### src/hdl/qsw_ram.sv
// ----------------------------------------------------------------------------
// qsw_ram
// Generic single-write, single-read RAM with registered read data and
// read enable.
// ----------------------------------------------------------------------------
module qsw_ram #(
  parameter int WIDTH = 48,
  parameter int DEPTH = 64
) (
  input  logic                     clk_i,
  input  logic                     we_i,
  input  logic [$clog2(DEPTH)-1:0] waddr_i,
  input  logic [WIDTH-1:0]         wdata_i,
  input  logic                     re_i,
  input  logic [$clog2(DEPTH)-1:0] raddr_i,
  output logic [WIDTH-1:0]         rdata_o
);

  logic [WIDTH-1:0] mem_q [DEPTH];
  logic [WIDTH-1:0] rdata_q;

  always_ff @(posedge clk_i) begin
    if (we_i) begin
      mem_q[waddr_i] <= wdata_i;
    end
    if (re_i) begin
      rdata_q <= mem_q[raddr_i];
    end
  end

  assign rdata_o = rdata_q;

endmodule

### config.mk
export PLATFORM = sky130hd
export DESIGN_NAME = qsw_ram
export DESIGN_NICKNAME = d
export VERILOG_FILES = /design/src/hdl/qsw_ram.sv
export SDC_FILE = /design/constraint.sdc
export NUM_CORES = 2
export LEC_CHECK = 0
export BUFFER_PORTS_ARGS = -buffer_cell sky130_fd_sc_hd__buf_2
export CAP_MARGIN = 20
export CORE_ASPECT_RATIO = 1.4
export CORE_MARGIN = 5
export CORE_UTILIZATION = 35
export DETAILED_ROUTE_END_ITERATION = 7
export GPL_TIMING_DRIVEN = 0
export SYNTH_ARGS = -nofsm -noshare
export SYNTH_HDL_FRONTEND = slang
export SYNTH_SLANG_ARGS = --single-unit
### constraint.sdc
create_clock -name clk_i -period 9 [get_ports clk_i]
set_input_delay 1.35 -clock clk_i [delete_from_list [all_inputs] [get_ports clk_i]]
set_output_delay 1.35 -clock clk_i [all_outputs]
set_load 0.1 [all_outputs]
# --- After elaboration in Yosys (flattened, before gate mapping) ---
# Memory sizes are Yosys's and may differ from the RTL's. A register that Yosys moved wholly into a read port is not among the register bits.
# Index checks and enable logic that the tools add are counted.
op_classes:
  n_mux: 2
ops:
  columns: ["operator", "count"]
  rows:
  - ["1-bit 2-to-1 mux", 2]
word_totals:
  memories: 1
  output_inout_bits: 48
  regBits: 0
  ramBits: 3072
  elab_cells: 3
mem_list:
  columns: ["name", "words", "word_bits", "rd", "rd_ports_with_merged_regs", "wr", "line", "source"]
  rows:
  - ["mem_q", 64, 48, 1, 1, 1, "19", "logic [WIDTH-1:0] mem_q [DEPTH];"]

# --- Logic depth before layout (Yosys ltp) ---
depth:
  word_depth: 2
  mapped_depth: 9
  mapped_depth_nobuf: 5

# --- Worst setup path before layout ---
# No wires, ideal clock.
synth_timing:
  path_kind: "in2reg"
  from: "input port waddr_i[3]"
  to: "memory mem_q[48][0] (enable)"
  path_buffers: 1
  path_stages: 4
  arrival_time_ps: 5122
  setup_slack_ps: 3365
  path_cell_list: "clkbuf_1 -> nor2b_1 -> nand4b_1 -> nor3_1"
synth_rtl:
  columns: ["item", "line", "source"]
  rows:
  - ["start: declaration", "12", "input logic [$clog2(DEPTH)-1:0] waddr_i,"]
  - ["end: declaration", "19", null]
# Straight into the memory's write port.

==> results <==
- The flow ran to the end, and the final reports show no timing, DRC or antenna violations.
- The fraction of layout instances using a drive strength above 1 is 29.63%.
- The average wire per cell in the routed design is 34.92 um.
- The number of buffers inserted by port buffering is 102.
- The count of vias placed by the detailed router is 58310.
- The top-level I/O count is 111.
- The capturing point of the worst reg2reg path is rdata_o[25].
- The required arrival time at the worst endpoint is 9520 ps.
- The critical path in this run is classified as in2reg.
- The aggregate global-route resource usage is ~20%.
- At the end of routability-driven placement, the weighted congestion stood at 0.8386.
- By area the synthesized netlist is led by sky130_fd_sc_hd__edfxtp_1 (80%), sky130_fd_sc_hd__mux4_2 (14%), sky130_fd_sc_hd__o22ai_1 (0.65%), sky130_fd_sc_hd__a221oi_1 (0.62%), sky130_fd_sc_hd__mux2i_1 (0.54%).
- The mean instance size in the synthesized netlist is 23.66 um2.
- Detailed placement ended at an HPWL of between 200000 and 250000 um.
- The cell depth of the worst min-delay path is 1.
- The number of max-cap violations is 0.
- The insertion delay of the later-clocked pin in the worst-skew pair is between 800 and 900 ps.
- The horizontal die dimension is 499.9 um.
- The tightest slew margin relative to the limit is between 10% and 20%.
- The final hold slack is 762.7 ps.
- By area, the combinational part of the netlist is dominated by multiplexers.
- OpenSTA, run right after detailed placement, puts the worst setup slack at approximately 3200 ps.
- Of all cell types, the one taking the most synthesized area is sky130_fd_sc_hd__edfxtp_1.
- After Yosys synthesis, XOR and XNOR cells account for 0% of the synthesized area.
- The buffer levels on the longest clock path is 4.
- Compared with the post-synthesis result, the final layout area differs by 16.93%.
- The final layout contains routed wiring with a total length of ~360000 um.
- The number of antenna violations at the first check in global routing is 26.
- The origin of the critical flop-to-flop path is mem_q[38][25].
- The sequential element share of the synthesized area is roughly 80%.
- The portion of synthesized area spent on multiplexers is 15.09%.
- The post-route DRC violation count is 0.
- The tightest min-delay check is of the in2reg type.
- Dividing total power by cell area gives a power density of 218.5 nW/um2.
- The worst path uses 55.25% of the clock period.
- The overflow left after global routing is 0.
- Setup slack on the worst reg-to-reg path comes out at 5920 ps.
- The routed via count divided by cell count is 5.695.
- The via count of the first global-routing pass was 59060.
- The met1 routing resource usage after global routing is 23.94%.
- The count of mapped cells out of synthesis is 4970.
- The number of hold buffers added after CTS is 0.
- Clock skew on the completed layout was measured at 57.56 ps.
- The clock root buffer master is sky130_fd_sc_hd__clkbuf_16.
- The maximum net fanout on the critical path is 10.
- The number of DRC violations after detailed-routing iteration 0 is around 7600.
- The count of distinct cell types in the synthesized netlist is 35.
- Clock tree synthesis inserted a total of 293 buffers.
- The number of failing setup endpoints in the final timing report is 0.
- IR analysis of the VDD net gives a maximum drop of 0.0001616 V.
- The effective utilization at floorplan is 35.19%.
- The number of hold violations in the final report is 0.
- The element type at the critical path end is a flip-flop.
- In this run the standard cell core region covers 334200 um2.
- Summing the areas of all and, or, nand and nor instances in the mapped netlist gives 0.9533% of the synthesized area.
- The maximum operating frequency is 201.1 MHz.
- In this run the remaining antenna-violating nets after routing total 0.
- The worst path needs slightly below 5000 ps of the cycle, external delays included.
- The measured slew at the worst slew-check pin is ~1200 ps.
- The sink of the worst hold path is mem_q[50][13].
- The overall power after layout is between 30 and 40 mW.
- The least setup slack across all paths after layout is 4028 ps.
- The H-tree depth reported by CTS is 5.
- Summing the areas of all fa, ha and maj instances in the mapped netlist gives 0% of the synthesized area.
- The number of setup buffers added after CTS is 0.
- The net count after synthesis is ~5000.
- The depth of the worst register-to-register path is 5.
- Data arrives at the worst endpoint at 5490 ps.
- The floorplan step defined a die boundary enclosing around 350000 um2.
- The top-area cell type share of the netlist area is 79.67%.
- The top cell types in the final layout, fill and taps aside, are sky130_fd_sc_hd__edfxtp_1 (3120), sky130_fd_sc_hd__mux4_2 (754), sky130_fd_sc_hd__clkbuf_16 (302), sky130_fd_sc_hd__buf_2 (199), sky130_fd_sc_hd__buf_12 (167).
- The global routing stage identified its most utilized layer as met2.
- The most common library cell in the layout ignoring fill and taps is sky130_fd_sc_hd__edfxtp_1.
- Counting flops and latches in the post-synthesis netlist gives 3120.
- The global-route track usage on met3 is ~3.3%.
- The detailed-router iteration count before antenna repair is 5.
- The number of rows created at floorplan is 251.
- The beginning of the worst hold path is wdata_i[13].
- Summing every instance area after synthesis gives 117600 um2.
- Setup repair after global routing left no endpoint under its margin.
- The number of pins with negative max-slew slack in the final report is 0.
- The number of resized instances in the post-cts repair step is 0.
- The leakage power is between 40 and 50 nW.
- STA classifies the critical path startpoint as an input pin.
- The TritonCTS clock tree is done.
- Clock-pin slew was measured on the worst setup and hold paths at 60 ps.
- The share of the synthesized area in compound gates (AO/OA/AOI/OAI) is between 3 and 4%.
- The number of sinks on the clock net is roughly 3100.
- For this run, global-route usage on met2 was measured as roughly 36%.
- The die boundary height is 695.9 um.
- Leaving out filler cells and counting taps, the final layout contains 10240.
- Yosys printed 0 warnings.
- In the final design database the tool counted 5646 nets.
- The utilization after layout is 41.15%.
- The largest net degree at the start of global routing is 65.
- The wire length of the first global-routing pass is 488600 um.
- The cell count after placement is about 9700.
cells in the mapped netlist:
library cell                  n
sky130_fd_sc_hd__and2_1       3
sky130_fd_sc_hd__buf_2       98
sky130_fd_sc_hd__or3b_2       4
sky130_fd_sc_hd__a311oi_1    11
sky130_fd_sc_hd__a31o_2       5
sky130_fd_sc_hd__nand2b_1    10
sky130_fd_sc_hd__nor2_1     132
sky130_fd_sc_hd__nand4b_1     1
sky130_fd_sc_hd__clkbuf_2     1
sky130_fd_sc_hd__a221oi_1    83
sky130_fd_sc_hd__clkbuf_1    98
sky130_fd_sc_hd__o22ai_1    122
sky130_fd_sc_hd__a211oi_1    32
sky130_fd_sc_hd__nand4_1      2
sky130_fd_sc_hd__or3_1        3
sky130_fd_sc_hd__a311o_1      1
sky130_fd_sc_hd__nand3b_1     5
sky130_fd_sc_hd__nor3_1       3
sky130_fd_sc_hd__and3_1       1
sky130_fd_sc_hd__buf_4       62
sky130_fd_sc_hd__buf_6       11
sky130_fd_sc_hd__nand3_1      7
sky130_fd_sc_hd__mux2_2      12
sky130_fd_sc_hd__a21oi_1     74
sky130_fd_sc_hd__edfxtp_1  3120
sky130_fd_sc_hd__nor2b_1     24
sky130_fd_sc_hd__or2_2        3
sky130_fd_sc_hd__a31oi_1      1
sky130_fd_sc_hd__mux4_2     754
sky130_fd_sc_hd__a22o_1      57
sky130_fd_sc_hd__nand2_1     55
sky130_fd_sc_hd__mux2i_1     63
sky130_fd_sc_hd__a22oi_1     72
sky130_fd_sc_hd__buf_1       12
sky130_fd_sc_hd__o221ai_1    28
worst max path at each step:
stage	start	to	cells past startpoint
2_1_floorplan	waddr_i[3]	mem_q[48][0]	4
3_3_place_gp	waddr_i[3]	mem_q[48][21]	4
3_5_place_dp	raddr_i[2]	rdata_o[46]	9
4_1_cts	raddr_i[2]	rdata_o[46]	9
5_1_grt	raddr_i[3]	rdata_o[46]	8
6_report	raddr_i[3]	rdata_o[46]	8
kinds of logic after synthesis:
group | Yosys count
muxes | 829
DFF | 3120
AOI/OAI and AO/OA | 486
buffers and inverters | 282
and+or+nand+nor | 253
critical path: stages:
cell and delay [ps]:
sky130_fd_sc_hd__buf_2 260, sky130_fd_sc_hd__clkbuf_1 480, sky130_fd_sc_hd__or3b_2 280, sky130_fd_sc_hd__clkbuf_1 890, sky130_fd_sc_hd__o221ai_1 200, sky130_fd_sc_hd__a21oi_1 710, sky130_fd_sc_hd__a21oi_1 360, sky130_fd_sc_hd__a221oi_1 930
routing by layer:
metal  share of wire, %  routed length [um]
met5              0.041                 145
met4                5.9               21100
met3                7.2               25910
met2                 52              184900
met1                 35              125500
flip-flops by register name, indices dropped and copies added, names as in the netlist:
signal	cells
mem_q	3072
rdata_o	48
area by class of cell:
cell class              instances  area, um2
plain buffers                 282       1501
well taps                    4427       5539
repair buffers                318       4812
multi-input cells            1568      22890
fillers                     28880     196600
clock buffers                 364       7790
flip-flops and latches       3120      93690
diodes                         11      27.53
clock inverters               150       1256
stage by stage:
stage,area [um2],setup TNS [ps]
after floorplan,117600,0
after global placement,123600,-217210
after detailed placement,127700,0
after CTS,136800,0
after global routing,137500,0
final,137500,0
power by group:
group	internal [mW]	leakage, nW	switching (mW)	total, mW
logic	0.572	9.74	1.28	1.86
registers	16.1	28.1	0.0299	16.1
clock network	6.71	4.40	5.35	12.1
Power figures use the tool's default switching activity.
