[config.mk]
export PLATFORM = sky130hd
export DESIGN_NAME = qsw_lane
export DESIGN_NICKNAME = d
export VERILOG_FILES = /design/src/hdl/qsw_pkg.sv /design/src/hdl/qsw_lane.sv
export SDC_FILE = /design/constraint.sdc
export NUM_CORES = 1
export LEC_CHECK = 0
export ABC_CLOCK_PERIOD_IN_PS = 8050
export BUFFER_PORTS_ARGS = -buffer_cell sky130_fd_sc_hd__clkbuf_2
export CAP_MARGIN = 25
export CORE_AREA = 8 8 227 229
export DETAILED_ROUTE_END_ITERATION = 10
export DIE_AREA = 0 0 235 237
export PLACE_DENSITY_LB_ADDON = 0.15
export SYNTH_ARGS = -nofsm -noshare
export SYNTH_HDL_FRONTEND = slang
export SYNTH_SLANG_ARGS = --single-unit
export TNS_END_PERCENT = 20
[constraint.sdc]
create_clock -name clk_i -period 8.05 [get_ports clk_i]
set_input_delay 0 -clock clk_i [delete_from_list [all_inputs] [get_ports clk_i]]
set_output_delay 0 -clock clk_i [all_outputs]
set_load 0.005 [all_outputs]
[src/hdl/qsw_pkg.sv]
// ----------------------------------------------------------------------------
// qsw_pkg
// Shared widths, field layout and register codes of the quantizing
// sliding-window unit.
// ----------------------------------------------------------------------------
package qsw_pkg;

  localparam int SAMPLE_W   = 16;  // input sample, signed, 8 fraction bits
  localparam int INV_W      = 24;  // inverse scale, unsigned Q8.16
  localparam int ZP_W       = 8;   // zero point, signed
  localparam int COL_W      = 8;   // quantized value, signed
  localparam int TIDX_W     = 6;   // time index field
  localparam int CH_CNT_W   = 3;   // channels_in_use register
  localparam int WL_W       = 7;   // window_length register
  localparam int HOP_W      = 8;   // hop_length register and since counter
  localparam int CFG_IDX_W  = 3;
  localparam int CFG_DATA_W = 24;

  // product of a signed sample by the zero-extended inverse scale
  localparam int PROD_W     = SAMPLE_W + INV_W + 1;
  // product carries 24 fraction bits
  localparam int RND_SHIFT  = 24;
  localparam int QMAG_W     = PROD_W - RND_SHIFT;
  localparam int QSUM_W     = QMAG_W + 2;

  localparam logic signed [QSUM_W-1:0] Q_MIN = -QSUM_W'(128);
  localparam logic signed [QSUM_W-1:0] Q_MAX = QSUM_W'(127);

  typedef enum logic [CFG_IDX_W-1:0] {
    CFG_CHANNELS   = 3'd0,
    CFG_WINDOW_LEN = 3'd1,
    CFG_HOP_LEN    = 3'd2,
    CFG_INV_SCALE  = 3'd3,
    CFG_ZERO_POINT = 3'd4
  } cfg_idx_e;

  localparam logic [CH_CNT_W-1:0] CHANNELS_RST  = 3'd6;
  localparam logic [WL_W-1:0]     WINDOW_RST    = 7'd64;
  localparam logic [HOP_W-1:0]    HOP_RST       = 8'd0;
  localparam logic [INV_W-1:0]    INV_SCALE_RST = 24'd65536;
  localparam logic [ZP_W-1:0]     ZERO_PT_RST   = 8'd0;

  localparam logic [HOP_W-1:0]    SINCE_MAX     = 8'd255;

endpackage

[src/hdl/qsw_lane.sv]
// ----------------------------------------------------------------------------
// qsw_lane
// One channel quantizer: registered multiply by the inverse scale, then
// round half away from zero, add zero point and saturate to int8.
// ----------------------------------------------------------------------------
module qsw_lane (
  input  logic                                 clk_i,
  input  logic                                 en_i,
  input  logic signed [qsw_pkg::SAMPLE_W-1:0]  sample_i,
  input  logic        [qsw_pkg::INV_W-1:0]     inv_scale_i,
  input  logic signed [qsw_pkg::ZP_W-1:0]      zero_point_i,
  output logic signed [qsw_pkg::COL_W-1:0]     quant_o
);

  localparam int PW = qsw_pkg::PROD_W;
  localparam int QW = qsw_pkg::QSUM_W;

  logic signed [PW-1:0]                 prod_q;
  logic                                 neg;
  logic        [PW-1:0]                 mag;
  logic        [PW-1:0]                 rnd;
  logic        [qsw_pkg::QMAG_W-1:0]    qmag;
  logic signed [QW-1:0]                 qsgn;
  logic signed [QW-1:0]                 qsum;

  always_ff @(posedge clk_i) begin
    if (en_i) begin
      prod_q <= PW'(sample_i * $signed({1'b0, inv_scale_i}));
    end
  end

  always_comb begin
    neg  = prod_q[PW-1];
    mag  = neg ? PW'(-prod_q) : PW'(prod_q);
    rnd  = mag + (PW'(1) << (qsw_pkg::RND_SHIFT - 1));
    qmag = rnd[PW-1:qsw_pkg::RND_SHIFT];
    qsgn = neg ? -$signed(QW'(qmag)) : $signed(QW'(qmag));
    qsum = qsgn + QW'(zero_point_i);
    if (qsum < qsw_pkg::Q_MIN) begin
      quant_o = qsw_pkg::COL_W'(qsw_pkg::Q_MIN);
    end else if (qsum > qsw_pkg::Q_MAX) begin
      quant_o = qsw_pkg::COL_W'(qsw_pkg::Q_MAX);
    end else begin
      quant_o = qsw_pkg::COL_W'(qsum);
    end
  end

endmodule

* Word-level counts from Yosys, hierarchy flattened
Cells that the tools add are included.
** Storage, ports and cells
- Flip-flop bits (word level) :: 41
- Output and inout bits :: 8
** Operators by class
- Add/sub/neg operators :: 4
- Multiply operators :: 1
- $lt $le $gt $ge :: 2
- Muxes and demuxes :: 4
** Operator list (number)
- $add A41 B24 Y41 const B :: 1
- $mul A16 B25 Y41 :: 1
- $mux W41 :: 1
- $neg A41 Y41 :: 1
- $add A19 B8 Y19 :: 1
- $gt A19 B8 Y1 const B :: 1
- $lt A19 B8 Y1 const B :: 1
- $mux W19 :: 1
- $neg A17 Y19 :: 1
- $mux W8 :: 2

* Longest topological paths before layout
Gate-level depths: netlist of the first run.
- Depth after elaboration :: 9
- Depth in mapped cells :: 31
- Mapped depth without buffers :: 30

* Worst setup path before layout of the first run
No wires, ideal clock.
- Kind :: input to register
- Start point :: in inv_scale_i[12] (netlist bit)
- End point :: reg prod_q[40] (data pin)
- Setup time :: 0.260 ns
- Data arrival time :: 6.147 ns
- Required time :: 7.790 ns
- Slack :: 1.643 ns
- Stages on the path :: 27
- Path through :: clkbuf_1 -> nand2_1 -> fa_1 -> inv_1 -> fa_1 -> inv_1 -> fa_1 -> inv_1 -> fa_1 -> inv_1 -> fa_1 -> inv_1 -> fa_1 -> ha_1 -> clkbuf_1 -> a21oi_1 -> o221ai_1 -> a21oi_1 -> o21ai_0 -> a21oi_1 -> o21ai_0 -> a211oi_1 -> o21ai_0 -> o21a_1 -> a221o_1 -> a21oi_1 -> xnor2_1
** On the way
- Cells in the longest elaborated chain, start to end :: 1
** RTL lines
- start: declaration :: line qsw_lane.sv:10 : input logic [qsw_pkg::INV_W-1:0] inv_scale_i,
- $mul A16 B25 Y41 :: line qsw_lane.sv:28 : prod_q <= PW'(sample_i * $signed({1'b0, inv_scale_i}));
- end signal: assignment :: line qsw_lane.sv:28
- end: declaration :: line qsw_lane.sv:18 : logic signed [PW-1:0] prod_q;
No other way between the ends.
A chain may end at the register's enable or synchronous reset.

* Final worst setup path of the first run
- Start point :: reg prod_q[14]
- End point :: out quant_o[5] (netlist bit)
** On the way
- Cells in the longest elaborated chain, start to end :: 9
** RTL lines
- $neg A41 Y41 :: line qsw_lane.sv:34 : mag = neg ? PW'(-prod_q) : PW'(prod_q);
- $mux W41 * :: line qsw_lane.sv:34
- $add A41 B24 Y41 * :: line qsw_lane.sv:35 : rnd = mag + (PW'(1) << (qsw_pkg::RND_SHIFT - 1));
- $neg A17 Y19 :: line qsw_lane.sv:37 : qsgn = neg ? -$signed(QW'(qmag)) : $signed(QW'(qmag));
- $mux W19 * :: line qsw_lane.sv:37
- $add A19 B8 Y19 * :: line qsw_lane.sv:38 : qsum = qsgn + QW'(zero_point_i);
- $gt A19 B8 Y1 :: line qsw_lane.sv:41 : end else if (qsum > qsw_pkg::Q_MAX) begin
- $mux W8 :: line qsw_lane.sv:41
- $mux W8 * :: line qsw_lane.sv:39 : if (qsum < qsw_pkg::Q_MIN) begin
- end: declaration :: line qsw_lane.sv:12 : output logic signed [qsw_pkg::COL_W-1:0] quant_o
Mark *: on every way between the ends. The rest lies on a longest branch, timed or not.

==> flow_summary.toml, run 1 <==
[worst_setup_path]
crit_top_cell = "o21ai_0"
startpoint = "prod_q[14]$_DFFE_PP_"
worst_path_max_delay_cell = "o41ai_2"
cp.required_ns = 8.05
critical_path_class = "flip-flop to primary output"
cp-start-kind = "flip-flop"
critPathMaxFanout = 7
cp_slowest_stage_delay_ns = 0.64
critPathArrivalTime_ns = 7.31
endpoint_kind = "primary output"

[clock_network]
cts_root_buffer = "clkbuf_16"
cts_buffers = 5
htreeDepth = 2
clk_pin_slew_worst_paths_ns = 0.07
clkSinkCount = 41
cts_tree = "yes"
clockBufferDepth = 2

[floorplan]
io_pins = 58
std_cell_rows = 81
coreArea_um2 = 48100
die_h_um = 237
die_w_um = 235
die_area_um2 = 55700
start_util_pct = 34.4

[place]
io_buffers = 57
globalplace.congestion = 0.824
pre_cts_ws_ns = 0.802
hpwlAfterDp_um = 34500

[detailed_routing]
viasPerCell = 4.97
postRouteAntennaNets = 0
drt_iter0_markers = 670
wl_um = 44000
firstDrtPassIters = 5
wl_per_cell_um = 17.7
vias = 12400
drcViolationCount = 0

[global_route]
use_met1_pct = 22.5
use_met3_pct = 1.14
grt-busiest-layer = "met2"
grt_antenna_before_repair = 0
use_met2_pct = 26.6
grt_use_total_pct = 15.9
grt_max_degree = 42
grt_pass1_vias = 13100
grt_pass1_wl_um = 72200
grt_remaining_overflow = 0

[synth]
post_synth_num_cell_types = 76
synth_largest_area_cell = "fa_1"
synthFlopType = "edfxtp_1"
synth.most_common_cell = "inv_1"
ys_warn_count = 0
ys_ff_latch = 41
synth_commonest_cells = "358 x inv_1, 307 x fa_1, 244 x nand2_1"
netlist_area_um2 = 16600
netlist_instances = 1875
async_flop_share_pct = 0
ys_seq_area_share_pct = 7.43
synth.top_cells.by_area = "fa_1 37%, ha_1 12%, inv_1 8.1%"
syn-mean-instance-area_um2 = 8.83
synth_top_cell_area_share_pct = 37.1
synth_edf_count = 41
syn_nets = 2390

[timing]
finalCritPeriodShare_pct = 90.8
max_slew_margin_pct = 48.0
setup_viol = 0
rsz0062_at_grt = "false"
setup_tns_ns = 0
drv_slew = 0
setup_slack_ns = 0.738
fmax_ghz = 0.137
min_period_ns = 7.31
tightest_slew_ns = 0.780
hold_violations = 0

[final_layout]
reg_top3 = "prod_q x41"
largest_register = "prod_q"
synthToLayoutAreaGrowth_pct = 6.10
largest_reg_flops = 41
final_nets = 2382
layout-drive-gt1-share_pct = 5.73
post-route-util_pct = 36.5
antenna_cells = 0

[hold_path]
hp-class = "input port to flip-flop"
min_from = "inv_scale_i[0]"

[outcome]
status = "complete, no violations"

[flow_run]
cap_violations = 0
## timing repair
item | in CTS | in global routing
hold endpoints to repair | 0 | 2
buffers inserted | 0 | 0
gates resized for setup | 0 | 0
hold buffers | 0 | 1
## per-stage QoR
stage,area [um2],instances,hold WS [ns]
after global placement,17300,2480,0.423
after floorplan,16600,1875,0.112
after global routing,17600,2490,0.406
final,17600,2490,0.404
after detailed placement,17300,2480,0.426
after CTS,17500,2488,0.403
## cell families after synthesis
logic type | count (synthesis) | share of synthesized area (%)
AO/OA/AOI/OAI | 227 | 9.50
XOR/XNOR | 91 | 5.01
adder cells (fa/ha/maj) | 465 | 49.0
buffers and inverters | 437 | 10.0
flip-flops | 41 | 7.43
multiplexers | 2 | 0.121
AND/OR/NAND/NOR | 612 | 18.9
## routing by layer
metal / routed length [um] / up-vias
li1: - / 5881
met3: 1660 / 33
met1: 21200 / 6221
met5: 0 / -
met4: 738 / 0
met2: 20400 / 243
## final timing paths
check / to / slack, ns / cells after the start
hold / removal: prod_q[0]$_DFFE_PP_ / 0.40 / 2
setup / recovery: quant_o[5] / 0.74 / 29
## cells in the final DEF (no fill, tap or decap), drive strengths merged, types with 28 or more instances in the layout
master	instances
nand2b	28
ha	158
xor2	32
clkbuf	62
nand2	246
o21ai	38
xnor2	58
edfxtp	41
and2	159
a21oi	62
fa	307
inv	359
nor2	61
## layout make-up
| type | instances | area [um2] |
|---|---|---|
| inverters | 358 | 1340 |
| fillers | 4914 | 30600 |
| multi-input cells | 1397 | 13700 |
| clock inverters | 3 | 68.8 |
| flip-flops and latches | 41 | 1230 |
| repair buffers | 64 | 353 |
| clock buffers | 5 | 125 |
| well taps | 622 | 778 |
## worst max-delay path, delay by kind of cell (launching register included)
kind | cells | cell delay, ns
AOI/OAI and AO/OA | 16 | 3.52
DFF | 1 | 0.39
buffers and inverters | 3 | 0.40
xor gates and xnor gates | 2 | 0.25
adders and majority gates | 2 | 0.67
and+or+nand+nor | 6 | 1.78
Power of run 1 is not shown: default switching activity piles up to over one toggle a cycle in this logic, so the estimate is an artifact.
==> inputs of run 2 (changes only) <==
- BUFFER_PORTS_ARGS: -buffer_cell sky130_fd_sc_hd__clkbuf_2 -> -buffer_cell sky130_fd_sc_hd__buf_2
==> flow_summary.toml, run 2 (synthesized netlist as in run 1, its figures left out) <==
[detailed_routing]
postRouteAntennaNets = 0
wl_per_cell_um = 17.3
wl_um = 43100
viasPerCell = 4.91
drt_iter0_markers = 586
drcViolationCount = 0
vias = 12200
firstDrtPassIters = 4

[outcome]
status = "complete, no violations"

[timing]
finalCritPeriodShare_pct = 88.5
hold_violations = 0
drv_slew = 0
setup_tns_ns = 0
max_slew_margin_pct = 40.9
fmax_ghz = 0.140
hold_ws_ns = 0.309
setup_viol = 0
min_period_ns = 7.12
tightest_slew_ns = 0.886
rsz0062_at_grt = "false"

[clock_network]
clk_pin_slew_worst_paths_ns = 0.06
cts_resized = 0
clockBufferDepth = 2
htreeDepth = 2
clkSinkCount = 41
cts_root_buffer = "clkbuf_16"
cts_buffers = 5
postCtsHoldBufs = 0
cts_tree = "yes"
post_cts_buffers = 0

[hold_path]
holdPathStages = 2
hold_end = "prod_q[0]$_DFFE_PP_"
min_from = "inv_scale_i[0]"
hp-class = "input port to flip-flop"

[worst_setup_path]
cp.required_ns = 8.05
cp-start-kind = "flip-flop"
endpoint_kind = "primary output"
critPathMaxFanout = 7
critPathArrivalTime_ns = 7.12
startpoint = "prod_q[14]$_DFFE_PP_"
critical_path_class = "flip-flop to primary output"

[final_layout]
largest_register = "prod_q"
synthToLayoutAreaGrowth_pct = 5.93
layout-drive-gt1-share_pct = 5.68
stdcell_count = 2489
final_nets = 2380
final_cell_mix = "358 x inv_1, 307 x fa_1, 244 x nand2_1, 159 x and2_1, 158 x ha_1"
reg_top3 = "prod_q x41"
final_common_cell = "inv_1"
largest_reg_flops = 41

[place]
dp.cells = 2480
hpwlAfterDp_um = 34700
globalplace.congestion = 0.823
io_buffers = 57

[floorplan]
coreArea_um2 = 48100
die_w_um = 235
io_pins = 58
start_util_pct = 34.4
std_cell_rows = 81
die_h_um = 237
die_area_um2 = 55700

[global_route]
grt_max_degree = 42
grt_pass1_wl_um = 70500
grt_remaining_overflow = 0
grt_pass1_vias = 13100
grt_use_total_pct = 15.5
grt_antenna_before_repair = 1

[flow_run]
cap_violations = 0
==> run 2: cell count changes in the layout (fill, tap and decap cells not counted), sizes merged <==
cell,previous run,this run
clkbuf,62,5
buf,6,62
dlygate4sd3,1,0
diode,0,1
==> run 2: how the worst max path moves through the flow <==
stage                            to  slack (ns)  depth (start not counted)
2_1_floorplan  prod_q[40]$_DFFE_PP_        1.64                         27
3_3_place_gp   prod_q[40]$_DFFE_PP_        0.90                         26
3_5_place_dp   prod_q[40]$_DFFE_PP_        0.81                         23
4_1_cts                  quant_o[5]        0.80                         27
5_1_grt                  quant_o[5]        0.19                         29
6_report                 quant_o[6]        0.93                         27
==> run 2: area by class of cell <==
class                           count  area, um2
Fill cell                        5002      30600
Multi-Input combinational cell   1397      13700
Inverter                          358       1340
Sequential cell                    41       1230
Tap cell                          622        778
Timing Repair Buffer               62        323
Clock buffer                        5        125
Clock inverter                      3       68.8
Antenna cell                        1       2.50
==> run 2: layer usage <==
layer | part of all wire [%] | routed length (um) | vias up | track usage (%)
met1 | 49 | 21200 | 6145 | 21.6
li1 | - | - | 5868 | -
met3 | 2.7 | 1180 | 27 | 1.07
met2 | 47 | 20400 | 187 | 26.6
met4 | 0.98 | 424 | 0 | 2.46
met5 | 0 | 0 | - | 0
==> run 2: worst max-delay path: stages, from the launching register on <==
cell	delay [ns]
edfxtp_1	0.37
nor4_1	0.43
nand2_1	0.28
or3_1	0.40
o21ai_0	0.20
xnor2_1	0.14
ha_1	0.31
inv_1	0.17
o21ai_0	0.24
nand2_1	0.10
o2111ai_1	0.11
o311a_1	0.23
nand3_1	0.15
o41ai_2	0.63
nand3b_1	0.35
nor2_1	0.18
a31oi_1	0.09
a31oi_1	0.26
ha_1	0.32
o21a_1	0.12
nor2_1	0.11
xor2_1	0.19
nand4_1	0.11
or4b_2	0.61
nor3_1	0.32
a21oi_4	0.09
o21a_1	0.20
buf_2	0.12
==> run 2: per-stage QoR <==
step | utilization [%] | setup slack, ns | instance area, um2
floorplan | - | 1.64 | 16600
global placement | 36.0 | 0.901 | 17300
detailed placement | 36.0 | 0.811 | 17300
CTS | 36.4 | 0.796 | 17500
global route | 36.4 | 0.188 | 17500
finish | 36.4 | 0.926 | 17500
Power of run 2 is left out for the same reason.
==> inputs of run 3 (changes only) <==
- ABC_AREA: not set -> 1
- CORE_AREA: 8 8 227 229 -> 8 8 215 217
- DIE_AREA: 0 0 235 237 -> 0 0 223 225
- SKIP_CTS_REPAIR_TIMING: not set -> 1
==> flow_summary.toml, run 3 <==
[worst_setup_path]
critPathMaxFanout = 24
cp_slowest_stage_delay_ns = 0.56
endpoint_kind = "flip-flop"
startpoint = "sample_i[1]"
cp.required_ns = 8.08
critPathArrivalTime_ns = 6.23
critical_path_class = "input port to flip-flop"
worst_path_max_delay_cell = "fa_1"
cp-start-kind = "input port"
cp_cell_sequence = "buf_2 > nand2_1 > fa_1 > inv_1 > fa_1 > inv_1 > fa_1 > inv_1 > fa_1 > inv_1 > fa_1 > inv_1 > fa_1 > ha_1 > a21oi_1 > o21ai_0 > a21oi_1 > o21ai_1 > a31oi_1 > o21ai_1 > nand3_1 > nand2_1 > a21oi_1 > xor2_1"
crit_top_cell = "fa_1"

[timing]
rsz0062_at_grt = "false"
hold_violations = 0
setup_viol = 0
tightest_slew_ns = 0.888
setup_tns_ns = 0
min_period_ns = 6.20
fmax_ghz = 0.161
max_slew_margin_pct = 40.7
drv_slew = 0
finalCritPeriodShare_pct = 77.0

[clock_network]
cts_tree = "yes"
htreeDepth = 2
cts_root_buffer = "clkbuf_16"
clkSinkCount = 41
clk_pin_slew_worst_paths_ns = 0.05
clockBufferDepth = 2
cts_buffers = 5

[synth]
ys_ff_latch = 41
synth_edf_count = 41
async_flop_share_pct = 0
synthFlopType = "edfxtp_1"
synth.top_cells.by_area = "fa_1 36%, nand2_1 14%, inv_1 13%"
netlist_area_um2 = 16900
synth.most_common_cell = "nand2_1"
synth_top_cell_area_share_pct = 36.4
post_synth_num_cell_types = 44
ys_seq_area_share_pct = 7.29
ys_warn_count = 0
netlist_instances = 2232
synth_largest_area_cell = "fa_1"
syn-mean-instance-area_um2 = 7.57
synth_commonest_cells = "608 x nand2_1, 586 x inv_1, 307 x fa_1"
syn_nets = 2747

[global_route]
grt_pass1_vias = 14000
grt_max_degree = 49
grt_use_total_pct = 17.7
grt_pass1_wl_um = 72400
grt_antenna_before_repair = 1
grt_remaining_overflow = 0

[detailed_routing]
vias = 13300
drt_iter0_markers = 619
wl_um = 43400
postRouteAntennaNets = 0
wl_per_cell_um = 15.6
drcViolationCount = 0
viasPerCell = 4.81
firstDrtPassIters = 5

[final_layout]
layout-drive-gt1-share_pct = 6.77
fillers = 4406
final_common_cell = "nand2_1"
multiInputGateArea_um2 = 13200
final_nets = 2746
final_cell_mix = "608 x nand2_1, 586 x inv_1, 307 x fa_1, 158 x ha_1, 102 x nor2_1"
reg_top3 = "prod_q x41"
largest_register = "prod_q"
antenna_cells = 0
ff_latch_area_um2 = 1230
synthToLayoutAreaGrowth_pct = 5.08
largest_reg_flops = 41

[flow_run]
cap_violations = 0

[floorplan]
coreArea_um2 = 42700
die_area_um2 = 50200
die_h_um = 225
std_cell_rows = 76
start_util_pct = 39.6
io_pins = 58
die_w_um = 223

[place]
io_buffers = 57
globalplace.congestion = 0.861
hpwlAfterDp_um = 36600

[hold_path]
hp-class = "input port to flip-flop"
min_from = "inv_scale_i[0]"

[outcome]
status = "complete, no violations"
## run 3: cell count changes in the layout (fill, tap and decap cells not counted), moves of 18 or more
cell      change
and2_1      -153
inv_1       +228
nand2_1     +364
nand2_2      +22
nand2b_1     -28
nand3_1      +37
nor2_1       +42
nor2_2       +18
xnor2_1      -36
## run 3: critical path, delay by kind of cell
kind                       cells  cell delay (ns)
adders and majority gates      7             3.39
AOI/OAI and AO/OA              7             1.61
buffers and inverters          6             0.72
and+or+nand+nor                3             0.41
xor gates and xnor gates       1             0.09
## run 3: layout make-up
class,instances,share of cell area [%]
multi-input cells,1537,74.4
clock buffers,6,0.726
flip-flops and latches,41,6.94
well taps,546,3.85
clock inverters,1,0.0212
repair buffers,58,1.65
inverters,588,12.4
## run 3: through the flow
| step | area, um2 | setup slack [ns] | util [%] | instances | hold WS [ns] |
|---|---|---|---|---|---|
| finish | 17700 | 1.85 | 41.6 | 2777 | 0.293 |
| global route | 17700 | 1.44 | 41.6 | 2777 | 0.301 |
| CTS | 17700 | 1.86 | 41.6 | 2777 | 0.279 |
| detailed placement | 17600 | 1.56 | 41.3 | 2770 | 0.454 |
| global placement | 17600 | 1.61 | 41.3 | 2770 | 0.442 |
| floorplan | 16900 | 2.32 | - | 2232 | 0.112 |
## run 3: path summary, 6_finish.rpt
path / end / slack, ns / cells past startpoint
min: prod_q[0]$_DFFE_PP_ / 0.29 / 3
max: prod_q[34]$_DFFE_PP_ / 1.85 / 24
## run 3: routing by layer
layer  routed length (um)  track usage, %  vias up
met1                20100            23.9     6517
met5                    0               0        -
met2                20800            31.2      276
li1                     -               -     6520
met3                 1850            1.05       35
met4                  626            3.33        0
## run 3: cells by family (layout without fill, tap and decap cells)
logic type	Yosys count	count (layout)	share of synthesized area [%]
adders and majority gates	465	465	48.1
AOI/OAI and AO/OA	113	113	3.73
and+or+nand+nor	890	890	22.8
DFF	41	41	7.29
xor gates and xnor gates	69	69	3.58
buffers and inverters	654	653	14.6
Power of run 3 is left out for the same reason.
